$ cat src/rtl/stu_pkg.sv
// Shared package of the source tokenizer: token codes, the keyword table and
// the token and queue entry types.
// No dependencies.
package stu_pkg;

	localparam longint unsigned SOURCE_BYTES_DEF = 64'd1048576;
	localparam int unsigned KW_MAX_DEF = 7;
	localparam int QUEUE_DEPTH = 4;

	localparam logic [3:0] TK_IDENT = 4'd0;
	localparam logic [3:0] TK_KEYWORD = 4'd1;
	localparam logic [3:0] TK_NUMBER = 4'd2;
	localparam logic [3:0] TK_OPER = 4'd3;
	localparam logic [3:0] TK_SEMI = 4'd4;
	localparam logic [3:0] TK_ASSIGN = 4'd5;
	localparam logic [3:0] TK_LCURLY = 4'd6;
	localparam logic [3:0] TK_RCURLY = 4'd7;
	localparam logic [3:0] TK_LPAREN = 4'd8;
	localparam logic [3:0] TK_RPAREN = 4'd9;
	localparam logic [3:0] TK_COMMA = 4'd10;
	localparam logic [3:0] TK_QUOTE = 4'd11;
	localparam logic [3:0] TK_END = 4'd12;
	localparam logic [3:0] TK_ERROR = 4'd13;

	localparam logic [2:0] OP_PLUS = 3'd0;
	localparam logic [2:0] OP_MINUS = 3'd1;
	localparam logic [2:0] OP_MULT = 3'd2;
	localparam logic [2:0] OP_DIV = 3'd3;
	localparam logic [2:0] SUB_NONE = 3'd0;

	localparam int KW_COUNT = 6;
	localparam int KW_SPAN = 7;
	localparam logic [7:0] KW_TEXT [KW_COUNT][KW_SPAN] = '{
		'{"r", "e", "t", "u", "r", "n", 8'h00},
		'{"l", "e", "t", 8'h00, 8'h00, 8'h00, 8'h00},
		'{"d", "e", "f", 8'h00, 8'h00, 8'h00, 8'h00},
		'{"i", "f", 8'h00, 8'h00, 8'h00, 8'h00, 8'h00},
		'{"w", "h", "i", "l", "e", 8'h00, 8'h00},
		'{"_", "_", "a", "s", "m", "_", "_"}
	};
	localparam int KW_LEN [KW_COUNT] = '{6, 3, 3, 2, 5, 7};

	typedef struct packed {
		logic [3:0]  kind;
		logic [2:0]  sub;
		logic [19:0] start;
		logic [20:0] length;
		logic [63:0] value;
		logic        last;
	} tok_t;

	typedef struct packed {
		tok_t [2:0] tok;
		logic [1:0] count;
	} bundle_t;

	typedef struct packed {
		logic    valid;
		bundle_t bundle;
	} push_t;

endpackage

$ cat src/rtl/stu_if.sv
// Channel interfaces of the source tokenizer: the byte input channel and the
// token output channel, each with valid, ready and payload.
// No dependencies.
interface stu_byte_if;
	logic       valid;
	logic       ready;
	logic [7:0] source_byte;
	logic       final_byte;

	modport source (output valid, output source_byte, output final_byte, input ready);
	modport sink (input valid, input source_byte, input final_byte, output ready);
endinterface

interface stu_token_if;
	logic        valid;
	logic        ready;
	logic [3:0]  token_kind;
	logic [2:0]  sub_code;
	logic [19:0] token_start;
	logic [20:0] token_length;
	logic [63:0] number_value;
	logic        last_of_run;

	modport source (output valid, output token_kind, output sub_code, output token_start,
		output token_length, output number_value, output last_of_run, input ready);
	modport sink (input valid, input token_kind, input sub_code, input token_start,
		input token_length, input number_value, input last_of_run, output ready);
endinterface

$ cat src/rtl/stu_front.sv
// Front end of the source tokenizer: accepts bytes, runs the scanner state and
// builds the up to three tokens that each byte causes as one queue entry.
// Depends on stu_pkg and stu_if.
module stu_front #(
	parameter longint unsigned SOURCE_BYTES = stu_pkg::SOURCE_BYTES_DEF,
	parameter int unsigned KEYWORD_MAX_CHARS = stu_pkg::KW_MAX_DEF
) (
	input  logic          clk,
	input  logic          arst_n,
	stu_byte_if.sink      text,
	output stu_pkg::push_t push,
	input  logic          full
);
	import stu_pkg::*;

	localparam int POS_W = $clog2(SOURCE_BYTES);
	localparam int LEN_W = $clog2(SOURCE_BYTES + 1);
	localparam int KW_IW = $clog2(KEYWORD_MAX_CHARS);
	localparam logic [POS_W-1:0] POS_LAST = POS_W'(SOURCE_BYTES - 1);
	localparam logic [LEN_W-1:0] LEN_CAP = LEN_W'(SOURCE_BYTES);
	localparam logic [LEN_W-1:0] KW_CAP = LEN_W'(KEYWORD_MAX_CHARS);

	localparam logic [1:0] MODE_IDLE = 2'd0;
	localparam logic [1:0] MODE_IDENT = 2'd1;
	localparam logic [1:0] MODE_NUMBER = 2'd2;
	localparam logic [1:0] MODE_DROP = 2'd3;

	typedef logic [7:0] kw_arr_t [KEYWORD_MAX_CHARS];

	logic [1:0]       mode_q, mode_n;
	logic [POS_W-1:0] pos_q, pos_n;
	logic [POS_W-1:0] pstart_q, pstart_n;
	logic [LEN_W-1:0] plen_q, plen_n;
	logic [63:0]      acc_q, acc_n;
	kw_arr_t          kw_q, kw_n;

	logic       accept;
	logic [7:0] c;
	logic       fin;
	logic       is_digit, is_alpha, is_space, is_word;
	logic [3:0] digit;
	logic [67:0] prod;
	logic [LEN_W-1:0] grown;
	logic       taken;
	logic       p_hit;
	logic [3:0] p_kind;
	logic [2:0] p_sub;
	tok_t [2:0] slot;
	logic [1:0] n;

	function automatic tok_t make_tok(logic [3:0] kind, logic [2:0] sub,
		logic [POS_W-1:0] start, logic [LEN_W-1:0] len, logic [63:0] val);
		tok_t t;
		t.kind = kind;
		t.sub = sub;
		t.start = 20'(start);
		t.length = 21'(len);
		t.value = val;
		t.last = 1'b0;
		return t;
	endfunction

	function automatic tok_t ident_tok(kw_arr_t kw, logic [LEN_W-1:0] len,
		logic [POS_W-1:0] start);
		tok_t t;
		logic hit;
		t = make_tok(TK_IDENT, SUB_NONE, start, len, 64'd0);
		for (int k = 0; k < KW_COUNT; k++) begin
			hit = (len == LEN_W'(KW_LEN[k]));
			for (int i = 0; i < KW_SPAN; i++) begin
				if (i < KW_LEN[k] && kw[i] != KW_TEXT[k][i]) begin
					hit = 1'b0;
				end
			end
			if (hit) begin
				t.kind = TK_KEYWORD;
				t.sub = 3'(k);
			end
		end
		return t;
	endfunction

	assign text.ready = !full;
	assign accept = text.valid && text.ready;
	assign c = text.source_byte;
	assign fin = text.final_byte;

	assign is_digit = (c >= "0") && (c <= "9");
	assign is_alpha = ((c >= "a") && (c <= "z")) || ((c >= "A") && (c <= "Z"));
	assign is_space = (c == " ") || ((c >= 8'd9) && (c <= 8'd13));
	assign is_word = is_alpha || is_digit || (c == "_");
	assign digit = c[3:0];
	assign prod = ({4'b0, acc_q} << 3) + ({4'b0, acc_q} << 1) + 68'(digit);
	assign grown = (plen_q < LEN_CAP) ? plen_q + 1'b1 : LEN_CAP;

	always_comb begin
		p_hit = 1'b1;
		p_kind = TK_OPER;
		p_sub = SUB_NONE;
		unique case (c)
			"+": p_sub = OP_PLUS;
			"-": p_sub = OP_MINUS;
			"*": p_sub = OP_MULT;
			"/": p_sub = OP_DIV;
			";": p_kind = TK_SEMI;
			"=": p_kind = TK_ASSIGN;
			"{": p_kind = TK_LCURLY;
			"}": p_kind = TK_RCURLY;
			"(": p_kind = TK_LPAREN;
			")": p_kind = TK_RPAREN;
			",": p_kind = TK_COMMA;
			"\"": p_kind = TK_QUOTE;
			default: p_hit = 1'b0;
		endcase
	end

	always_comb begin
		mode_n = mode_q;
		pos_n = pos_q;
		pstart_n = pstart_q;
		plen_n = plen_q;
		acc_n = acc_q;
		kw_n = kw_q;
		taken = 1'b0;
		slot = '0;
		n = 2'd0;

		unique case (mode_q)
			MODE_DROP: taken = 1'b1;
			MODE_IDENT: begin
				if (is_word) begin
					if (plen_q < KW_CAP) begin
						kw_n[plen_q[KW_IW-1:0]] = c;
					end
					plen_n = grown;
					taken = 1'b1;
				end else begin
					slot[n] = ident_tok(kw_q, plen_q, pstart_q);
					n = n + 2'd1;
					mode_n = MODE_IDLE;
				end
			end
			MODE_NUMBER: begin
				if (is_digit) begin
					acc_n = (|prod[67:64]) ? '1 : prod[63:0];
					plen_n = grown;
					taken = 1'b1;
				end else if (is_alpha) begin
					slot[n] = make_tok(TK_ERROR, SUB_NONE, pstart_q, plen_q, 64'd0);
					n = n + 2'd1;
					mode_n = MODE_DROP;
					taken = 1'b1;
				end else begin
					slot[n] = make_tok(TK_NUMBER, SUB_NONE, pstart_q, plen_q, acc_q);
					n = n + 2'd1;
					mode_n = MODE_IDLE;
				end
			end
			default: mode_n = MODE_IDLE;
		endcase

		if (!taken && !is_space) begin
			if (is_digit) begin
				mode_n = MODE_NUMBER;
				pstart_n = pos_q;
				plen_n = LEN_W'(1);
				acc_n = 64'(digit);
			end else if (is_alpha || c == "_") begin
				mode_n = MODE_IDENT;
				pstart_n = pos_q;
				plen_n = LEN_W'(1);
				kw_n[0] = c;
			end else if (p_hit) begin
				slot[n] = make_tok(p_kind, p_sub, pos_q, LEN_W'(1), 64'd0);
				n = n + 2'd1;
			end
		end

		if (fin) begin
			if (mode_n == MODE_IDENT) begin
				slot[n] = ident_tok(kw_n, plen_n, pstart_n);
				n = n + 2'd1;
			end else if (mode_n == MODE_NUMBER) begin
				slot[n] = make_tok(TK_NUMBER, SUB_NONE, pstart_n, plen_n, acc_n);
				n = n + 2'd1;
			end
			slot[n] = make_tok(TK_END, SUB_NONE, pos_q, '0, 64'd0);
			n = n + 2'd1;
			mode_n = MODE_IDLE;
			pos_n = '0;
			pstart_n = '0;
			plen_n = '0;
			acc_n = '0;
		end else if (pos_q < POS_LAST) begin
			pos_n = pos_q + 1'b1;
		end

		if (n != 2'd0) begin
			slot[n - 2'd1].last = 1'b1;
		end
	end

	assign push.valid = accept && (n != 2'd0);
	assign push.bundle.tok = slot;
	assign push.bundle.count = n;

	always_ff @(posedge clk or negedge arst_n) begin
		if (!arst_n) begin
			mode_q <= MODE_IDLE;
			pos_q <= '0;
			pstart_q <= '0;
			plen_q <= '0;
			acc_q <= '0;
		end else if (accept) begin
			mode_q <= mode_n;
			pos_q <= pos_n;
			pstart_q <= pstart_n;
			plen_q <= plen_n;
			acc_q <= acc_n;
		end
	end

	always_ff @(posedge clk) begin
		if (accept) begin
			kw_q <= kw_n;
		end
	end

endmodule

$ cat src/rtl/stu_back.sv
// Back end of the source tokenizer: a short queue of per-byte token groups and
// the output register that hands the tokens out one per transaction.
// Depends on stu_pkg and stu_if.
module stu_back (
	input  logic          clk,
	input  logic          arst_n,
	input  stu_pkg::push_t push,
	output logic          full,
	stu_token_if.source   tokens
);
	import stu_pkg::*;

	localparam int PTR_W = $clog2(QUEUE_DEPTH);
	localparam int CNT_W = $clog2(QUEUE_DEPTH + 1);
	localparam logic [PTR_W-1:0] PTR_LAST = PTR_W'(QUEUE_DEPTH - 1);

	bundle_t          queue_q [QUEUE_DEPTH];
	logic [PTR_W-1:0] wr_ptr_q, rd_ptr_q;
	logic [CNT_W-1:0] cnt_q;
	logic [1:0]       idx_q;
	logic             out_vld_q;
	tok_t             out_tok_q;

	bundle_t head;
	logic    load, pop;

	assign head = queue_q[rd_ptr_q];
	assign full = (cnt_q == CNT_W'(QUEUE_DEPTH));
	assign load = (cnt_q != '0) && (!out_vld_q || tokens.ready);
	assign pop = load && (idx_q == head.count - 2'd1);

	always_ff @(posedge clk) begin
		if (push.valid) begin
			queue_q[wr_ptr_q] <= push.bundle;
		end
		if (load) begin
			out_tok_q <= head.tok[idx_q];
		end
	end

	always_ff @(posedge clk or negedge arst_n) begin
		if (!arst_n) begin
			wr_ptr_q <= '0;
			rd_ptr_q <= '0;
			cnt_q <= '0;
			idx_q <= '0;
			out_vld_q <= 1'b0;
		end else begin
			if (push.valid) begin
				wr_ptr_q <= (wr_ptr_q == PTR_LAST) ? '0 : wr_ptr_q + 1'b1;
			end
			if (pop) begin
				rd_ptr_q <= (rd_ptr_q == PTR_LAST) ? '0 : rd_ptr_q + 1'b1;
				idx_q <= '0;
			end else if (load) begin
				idx_q <= idx_q + 2'd1;
			end
			cnt_q <= cnt_q + CNT_W'(push.valid) - CNT_W'(pop);
			if (load) begin
				out_vld_q <= 1'b1;
			end else if (tokens.ready) begin
				out_vld_q <= 1'b0;
			end
		end
	end

	assign tokens.valid = out_vld_q;
	assign tokens.token_kind = out_tok_q.kind;
	assign tokens.sub_code = out_tok_q.sub;
	assign tokens.token_start = out_tok_q.start;
	assign tokens.token_length = out_tok_q.length;
	assign tokens.number_value = out_tok_q.value;
	assign tokens.last_of_run = out_tok_q.last;

endmodule

$ cat src/rtl/source_tokenizer.sv
// Top level of the source tokenizer: front end, token queue and output stage.
// Depends on stu_pkg, stu_if, stu_front and stu_back.
//
// Source text enters on the text channel, one byte per transaction, with
// final_byte marking the last byte of a source. Tokens leave on the tokens
// channel, one per transaction, each with kind, sub code, start offset,
// length and, for numbers, the saturated decimal value; last_of_run marks the
// last token caused by one byte. A byte marked final flushes any pending token
// and yields an end token, after which offsets start again at zero.
// A byte is taken every cycle while the four-entry queue has room. The first
// token caused by a byte is written into a queue entry and then loaded into
// the output register; a byte that causes several tokens holds its entry
// until each of them has been loaded, so the queue drains at one token per
// cycle while the receiver is ready, and the input keeps one byte per cycle as
// long as the tokens average no more than one per byte.
// When the receiver stalls, the output register holds its token, the queue
// fills, and text.ready drops once all four entries are taken.
// Reset empties the queue, clears the output valid and returns the scanner to
// idle at offset zero; bytes are accepted as soon as reset is released.
module source_tokenizer #(
	parameter longint unsigned SOURCE_BYTES = stu_pkg::SOURCE_BYTES_DEF,
	parameter int unsigned KEYWORD_MAX_CHARS = stu_pkg::KW_MAX_DEF
) (
	input logic         clk,
	input logic         arst_n,
	stu_byte_if.sink    text,
	stu_token_if.source tokens
);
	import stu_pkg::*;

	push_t push;
	logic  full;

	stu_front #(
		.SOURCE_BYTES(SOURCE_BYTES),
		.KEYWORD_MAX_CHARS(KEYWORD_MAX_CHARS)
	) u_front (
		.clk(clk),
		.arst_n(arst_n),
		.text(text),
		.push(push),
		.full(full)
	);

	stu_back u_back (
		.clk(clk),
		.arst_n(arst_n),
		.push(push),
		.full(full),
		.tokens(tokens)
	);

endmodule

$ cat src/flat_wrapper.sv
// flat-port wrapper written by rule: the top's interface ports become plain ports
module source_tokenizer_flat import stu_pkg::*;
#(
	parameter longint unsigned SOURCE_BYTES = stu_pkg::SOURCE_BYTES_DEF,
	parameter int unsigned KEYWORD_MAX_CHARS = stu_pkg::KW_MAX_DEF
)
  (clk, arst_n, text_valid, text_source_byte, text_final_byte, text_ready, tokens_valid, tokens_token_kind, tokens_sub_code, tokens_token_start, tokens_token_length, tokens_number_value, tokens_last_of_run, tokens_ready);
  stu_byte_if text_i ();
  stu_token_if tokens_i ();
  input logic clk;
  input logic arst_n;
  input wire logic [$bits(text_i.valid)-1:0] text_valid;
  input wire logic [$bits(text_i.source_byte)-1:0] text_source_byte;
  input wire logic [$bits(text_i.final_byte)-1:0] text_final_byte;
  output wire logic [$bits(text_i.ready)-1:0] text_ready;
  output wire logic [$bits(tokens_i.valid)-1:0] tokens_valid;
  output wire logic [$bits(tokens_i.token_kind)-1:0] tokens_token_kind;
  output wire logic [$bits(tokens_i.sub_code)-1:0] tokens_sub_code;
  output wire logic [$bits(tokens_i.token_start)-1:0] tokens_token_start;
  output wire logic [$bits(tokens_i.token_length)-1:0] tokens_token_length;
  output wire logic [$bits(tokens_i.number_value)-1:0] tokens_number_value;
  output wire logic [$bits(tokens_i.last_of_run)-1:0] tokens_last_of_run;
  input wire logic [$bits(tokens_i.ready)-1:0] tokens_ready;
  assign text_i.valid = text_valid;
  assign text_i.source_byte = text_source_byte;
  assign text_i.final_byte = text_final_byte;
  assign text_ready = text_i.ready;
  assign tokens_valid = tokens_i.valid;
  assign tokens_token_kind = tokens_i.token_kind;
  assign tokens_sub_code = tokens_i.sub_code;
  assign tokens_token_start = tokens_i.token_start;
  assign tokens_token_length = tokens_i.token_length;
  assign tokens_number_value = tokens_i.number_value;
  assign tokens_last_of_run = tokens_i.last_of_run;
  assign tokens_i.ready = tokens_ready;
  source_tokenizer #(.SOURCE_BYTES(SOURCE_BYTES), .KEYWORD_MAX_CHARS(KEYWORD_MAX_CHARS)) u_core (.clk(clk), .arst_n(arst_n), .text(text_i), .tokens(tokens_i));
endmodule
$ cat config.mk
export PLATFORM = sky130hd
export DESIGN_NAME = source_tokenizer_flat
export DESIGN_NICKNAME = d
export VERILOG_FILES = /design/src/rtl/stu_pkg.sv /design/src/rtl/stu_if.sv /design/src/rtl/stu_front.sv /design/src/rtl/stu_back.sv /design/src/rtl/source_tokenizer.sv /design/src/flat_wrapper.sv
export SDC_FILE = /design/constraint.sdc
export NUM_CORES = 2
export LEC_CHECK = 0
export ABC_AREA = 0
export BUFFER_PORTS_ARGS = -buffer_cell sky130_fd_sc_hd__buf_2
export CAP_MARGIN = 25
export CORE_AREA = 2 2 370 372
export CTS_CLUSTER_SIZE = 20
export DETAILED_ROUTE_END_ITERATION = 10
export DIE_AREA = 0 0 372 374
export GPL_TIMING_DRIVEN = 0
export PLACE_DENSITY = 0.81
export SLEW_MARGIN = 25
export SYNTH_ARGS = -nofsm -noshare
export SYNTH_HDL_FRONTEND = slang
export SYNTH_HIERARCHICAL = 1
export SYNTH_SLANG_ARGS = --single-unit
$ cat constraint.sdc
create_clock -name clk -period 24.4 [get_ports clk]
set_input_delay 3.66 -clock clk [delete_from_list [all_inputs] [get_ports clk]]
set_output_delay 3.66 -clock clk [all_outputs]
set_load 0.01 [all_outputs]
==> Word-level counts from Yosys, hierarchy flattened <==
Memory sizes are Yosys's and may differ from the RTL's.
Cells that the tools add are included.
{ "totals": {"in_bits": 13, "ramBits": 1364, "memories": 1, "ff_bits": 306, "word_cells": 353} }
{ "mem_list": {"columns": ["memory", "words", "width", "read_ports", "rd_clocked_by_memory_dff", "write_ports", "line", "text"], "rows": [
  ["u_core.u_back.queue_q", 4, 341, 1, 0, 1, "stu_back.sv:17", "bundle_t queue_q [QUEUE_DEPTH];"]
]} }
{ "classes": {"n_bitwise": 1, "n_lt_le_gt_ge": 22, "n_mux": 181, "n_eq_ne": 79, "reduce_logical": 32, "addsub": 14} }
{ "ops": {"columns": ["cell", "n"], "rows": [
  ["339-bit 2-to-1 mux", 9],
  ["339-bit bitwise mux", 5],
  ["113-bit demux with 2-bit select", 4],
  ["113-bit 2-to-1 mux", 7],
  ["64-bit 2-to-1 mux", 6],
  ["8-bit by 7-bit != test with 1-bit output (second input constant)", 46],
  ["113-bit binary-select mux with 2-bit select", 1],
  ["113-bit one-hot mux with 2 select lines", 1],
  ["56-bit 2-to-1 mux", 3],
  ["21-bit 2-to-1 mux", 7],
  ["21-bit by 3-bit equality test with 1-bit output (second input constant)", 6],
  ["20-bit 2-to-1 mux", 6],
  ["8-bit by 6-bit equality test with 1-bit output (second input constant)", 11],
  ["1-bit 2-to-1 mux", 87],
  ["21-bit by 2-bit equality test with 1-bit output (second input constant)", 4],
  ["7-bit 2-to-1 mux", 12],
  ["67-bit by 65-bit adder with 68-bit output", 1],
  ["68-bit by 4-bit adder with 68-bit output", 1],
  ["56-bit bitwise mux", 1],
  ["21-bit one-hot mux with 2 select lines", 1],
  ["2-bit 2-to-1 mux", 19],
  ["8-bit 2-to-1 mux", 4],
  ["4-bit one-hot mux with 8 select lines", 1],
  ["8-bit demux with 3-bit select", 1],
  ["other kinds (37)", 85]
]} }

==> Depth between registers and ports, before layout <==
{ "depth": {"word_depth": 36, "depth_mapped": 22, "ltp_nobuf": 20} }

==> Modules after synthesis <==
The synthesis kept the hierarchy.
{ "by_module_without_submodules": {"columns": ["mod", "cells_each", "area_per_inst_um2", "n_inst"], "rows": [
  ["stu_back", 2329, 55234.2, 1],
  ["stu_front", 2778, 20046.7, 1]
]} }

==> Worst setup path before layout <==
No wires, ideal clock.
{ "synth_path": {"path_type": "input -> register", "start": "in text_source_byte[6]", "end": "mem u_core/u_back/queue_q[0][0] (netlist name), enable pin", "setup_time_ns": 0.747, "arrival_ns": 15.321, "path_buffers": 4, "required_time_ns": 23.653, "stages": 17, "slack_ns": 8.332, "path_cell_list": "clkbuf_1 nor4bb_1 nand2_1 o21ai_0 clkbuf_1 buf_1 nor2_1 o32a_1 clkbuf_1 nand2_1 mux2i_1 ha_1 a21oi_1 ha_1 mux2_2 a21oi_1 and2_1"} }
{ "synth_lines": {"columns": ["element", "line", "text"], "rows": [
  ["from (decl)", "flat_wrapper.sv:13", "input wire logic [$bits(text_i.source_byte)-1:0] text_source_byte;"],
  ["to (decl)", "stu_back.sv:17", null]
]} }

==> flow_metrics.tcl <==
set metrics [dict create \
    max_cap_viol_count 0 \
    ir_worst_vdd_v 0.00008316 \
    postCtsHoldBufs 0 \
    clock_latency_ns 0.85 \
    crit_type "in -> reg" \
    routed_wl_microns 208600 \
    max_freq_mhz 87.74 \
    grt_pass1_wl_microns 310000 \
    final.fill_count 9453 \
    netlist_instances 5107 \
    cts_setup_buffers 0 \
    slew_headroom 0.2249 \
    grt-ovfl-total 0 \
    pwr-share-comb 0.273 \
    place_inst 7066 \
    outcome "finished clean" \
    internal_power_w 0.005982 \
    ys_top_cells_by_count "1533 x edfxtp_1, 526 x nand2_1, 351 x o21ai_0" \
    dp_hpwl_microns 142500 \
    power_frac_seq 0.434 \
    core_sq_um 135000 \
    p_total_w 0.008594 \
    synth_cell_types 90 \
    drive_above_1_share 0.1615 \
    sw_frac_of_total 0.3039 \
    avgSynthCellArea_sq_um 14.74 \
    worstSetupStartpointType "input pin" \
    io_pins 128 \
    final-max-slew-violation-count 0 \
    grt_pass1_vias 48200 \
    syn2layout_area_growth_pct 12.69 \
    worstMarginPinSlew_ns 1.163 \
    initialDrtViolationCount 6242 \
    drt-pass1-iter-count 7 \
    drcViolationCount 0 \
    antenna_left 0 \
    post_cts_resized 0 \
    synth.most_common_cell "edfxtp_1" \
    p_leak_nw 28.74 \
    synth_edf_count 1533 \
    vias 48250 \
    crit_fanout 44 \
    post-route-min-period_ns 11.40 \
    ys_seq_area_frac 0.6570 \
    end_kind "flop" \
    fin_crit_sh 0.4671 \
    hold_slack_ns 0.5145 \
    cts_tree "done" \
    hold_class "reg -> reg" \
    finalSetupViolations 0 \
    synth_top_area_frac 0.6115 \
    rsz0062_at_grt "no" \
    start_util 0.5578 \
    ctsHtreeMaxLevel 4 \
    die_h_microns 374 \
    hold_violations 0 \
    synth.area.top_cells "edfxtp_1 61%, mux4_2 10%, dfrtp_1 4.6%" \
    track_usage 0.3008 \
    p_switching_w 0.002612 \
    synth_nets 5273 \
    synth_ff_type "edfxtp_1" \
    yosysWarnings 6 \
    cts_buffers 164 \
    grt_max_degree 74 \
    fin_nets 5617 \
    clkPwrFrac 0.293 \
    rows 135 \
    layoutNonFillerInstCount 7370 \
    synth_top_area_cell "edfxtp_1" \
    port_buffers 127 \
    clock_path_buffers 3 \
    crit_required_ns 24.88 \
    synth_area_sq_um 75280 \
    antenna_found_initial 14 \
    cts.sinks 1670 \
    finClkSkew_ns 0.05004 \
    gp_congestion 0.9459 \
    dieArea_sq_um 139100 \
    powerDensity_nw_per_um2 101.3 \
    synth-seq-cells 1670 \
    root_buffer "clkbuf_16" \
    fin_tns_setup_ns 0 \
    routed_via_density 6.546 \
    arrival_ns 11.88 \
    post_drt_wl_per_cell_microns 28.31 \
    clk_pin_slew_worst_paths_ns 0.06 \
    synth-async-reset-ratio 0.08204 \
    dieWidth_microns 372 \
]
[area by class of cell]
cell class              instances  area (sq um)  area share
multi-input cells            3039         24310      0.2866
clock inverters                91         970.9     0.01144
diodes                          5         12.51   0.0001475
inverters                      66         255.2    0.003009
well taps                    1781          2228     0.02627
flip-flops and latches       1670         49460      0.5830
repair buffers                178          1879     0.02215
clock buffers                 208          4370     0.05152
plain buffers                 332          1343     0.01583
[worst max-delay path, stage by stage]
cell	delay, ns
buf_2	0.14
clkbuf_1	0.32
nor4bb_1	0.73
nand2_1	0.52
o21ai_0	0.49
clkbuf_1	0.46
buf_1	0.60
nor2_1	0.15
o32a_1	0.19
clkbuf_1	0.27
nand2_1	0.22
mux2i_1	0.45
ha_1	0.32
a21oi_1	0.26
ha_1	0.29
mux2_2	0.36
a21oi_1	0.62
and2_4	0.52
buf_12	0.30
buf_16	0.28
buf_16	0.28
buf_16	0.29
[metrics by stage]
stage                     area, sq um  utilization  worst slack [ns]
after floorplan                 75280            -             8.332
after global placement          78140       0.5790            0.4678
after detailed placement        79470       0.5888             12.62
after CTS                       84810       0.6284             13.46
after global routing            84830       0.6285             12.93
final                           84840       0.6286             13.00
[per-layer routing]
layer | share of wire | GRT usage | vias to the layer above
li1 | - | - | 20640
met1 | 0.38 | 0.3944 | 24530
met2 | 0.49 | 0.4873 | 2604
met3 | 0.087 | 0.06144 | 470
met4 | 0.047 | 0.1336 | 8
met5 | 0.00023 | 0 | -
[path summary, 6_finish.rpt]
check / from / to / slack [ns] / cells after the start
hold reg to reg: u_core/u_front/pstart_q[3] / u_core/u_front/pstart_q[3] / 0.51 / 1
max in group asynchronous: arst_n / u_core/u_front/acc_q[46] / 20.75 / 3
min in group asynchronous: arst_n / u_core/u_front/pstart_q[10] / 2.66 / 1
hold / removal: u_core/u_front/pstart_q[3] / u_core/u_front/pstart_q[3] / 0.51 / 1
setup / recovery: text_source_byte[6] / u_core/u_back/queue_q[0][177] / 13.00 / 22
setup reg to reg: u_core/u_front/mode_q[1] / u_core/u_back/queue_q[0][177] / 16.55 / 22
[flip-flops by register name (all words and copies together) (netlist names), 3 cells and up]
register,cells
u_core/u_back/queue_q,1364
u_core/u_front/kw_q,56
u_core/u_back/tokens.sub_code,3
u_core/u_front/pstart_q,20
u_core/u_front/acc_q,64
u_core/u_back/tokens.token_kind,4
u_core/u_back/tokens.number_value,64
u_core/u_back/cnt_q,3
u_core/u_back/tokens.token_start,20
u_core/u_back/tokens.token_length,21
u_core/u_front/plen_q,21
u_core/u_front/pos_q,20
[power groups by stage]
stage                     Combinational, W  Sequential, W  Clock [W]
after detailed placement           0.00233        0.00378          0
final                              0.00235        0.00373    0.00251
after CTS                          0.00237        0.00373    0.00255
after global routing               0.00249        0.00376    0.00265
after floorplan                    0.00142        0.00390          0
after global placement             0.00219        0.00395          0
[cells in the final DEF, fill, tap and decap left out, types with 48 or more instances in the layout]
cell,n
edfxtp_1,1533
nand2_1,526
o21ai_0,350
mux4_2,341
clkbuf_1,267
nor2_1,245
buf_2,172
clkbuf_16,165
ha_1,150
mux2i_1,149
a21oi_1,140
dfrtp_1,137
o21ai_1,117
nand3_1,110
and2_1,109
nor3_1,88
inv_1,61
a31oi_1,48
[kinds of logic after synthesis]
group                    synth area share
AND/OR/NAND/NOR                   0.08448
XOR/XNOR                         0.007911
flip-flops                         0.6570
multiplexers                       0.1277
AO/OA/AOI/OAI                     0.07629
buffers and inverters             0.02086
adder cells (fa/ha/maj)           0.02573
(Power assumes the default switching activity.)
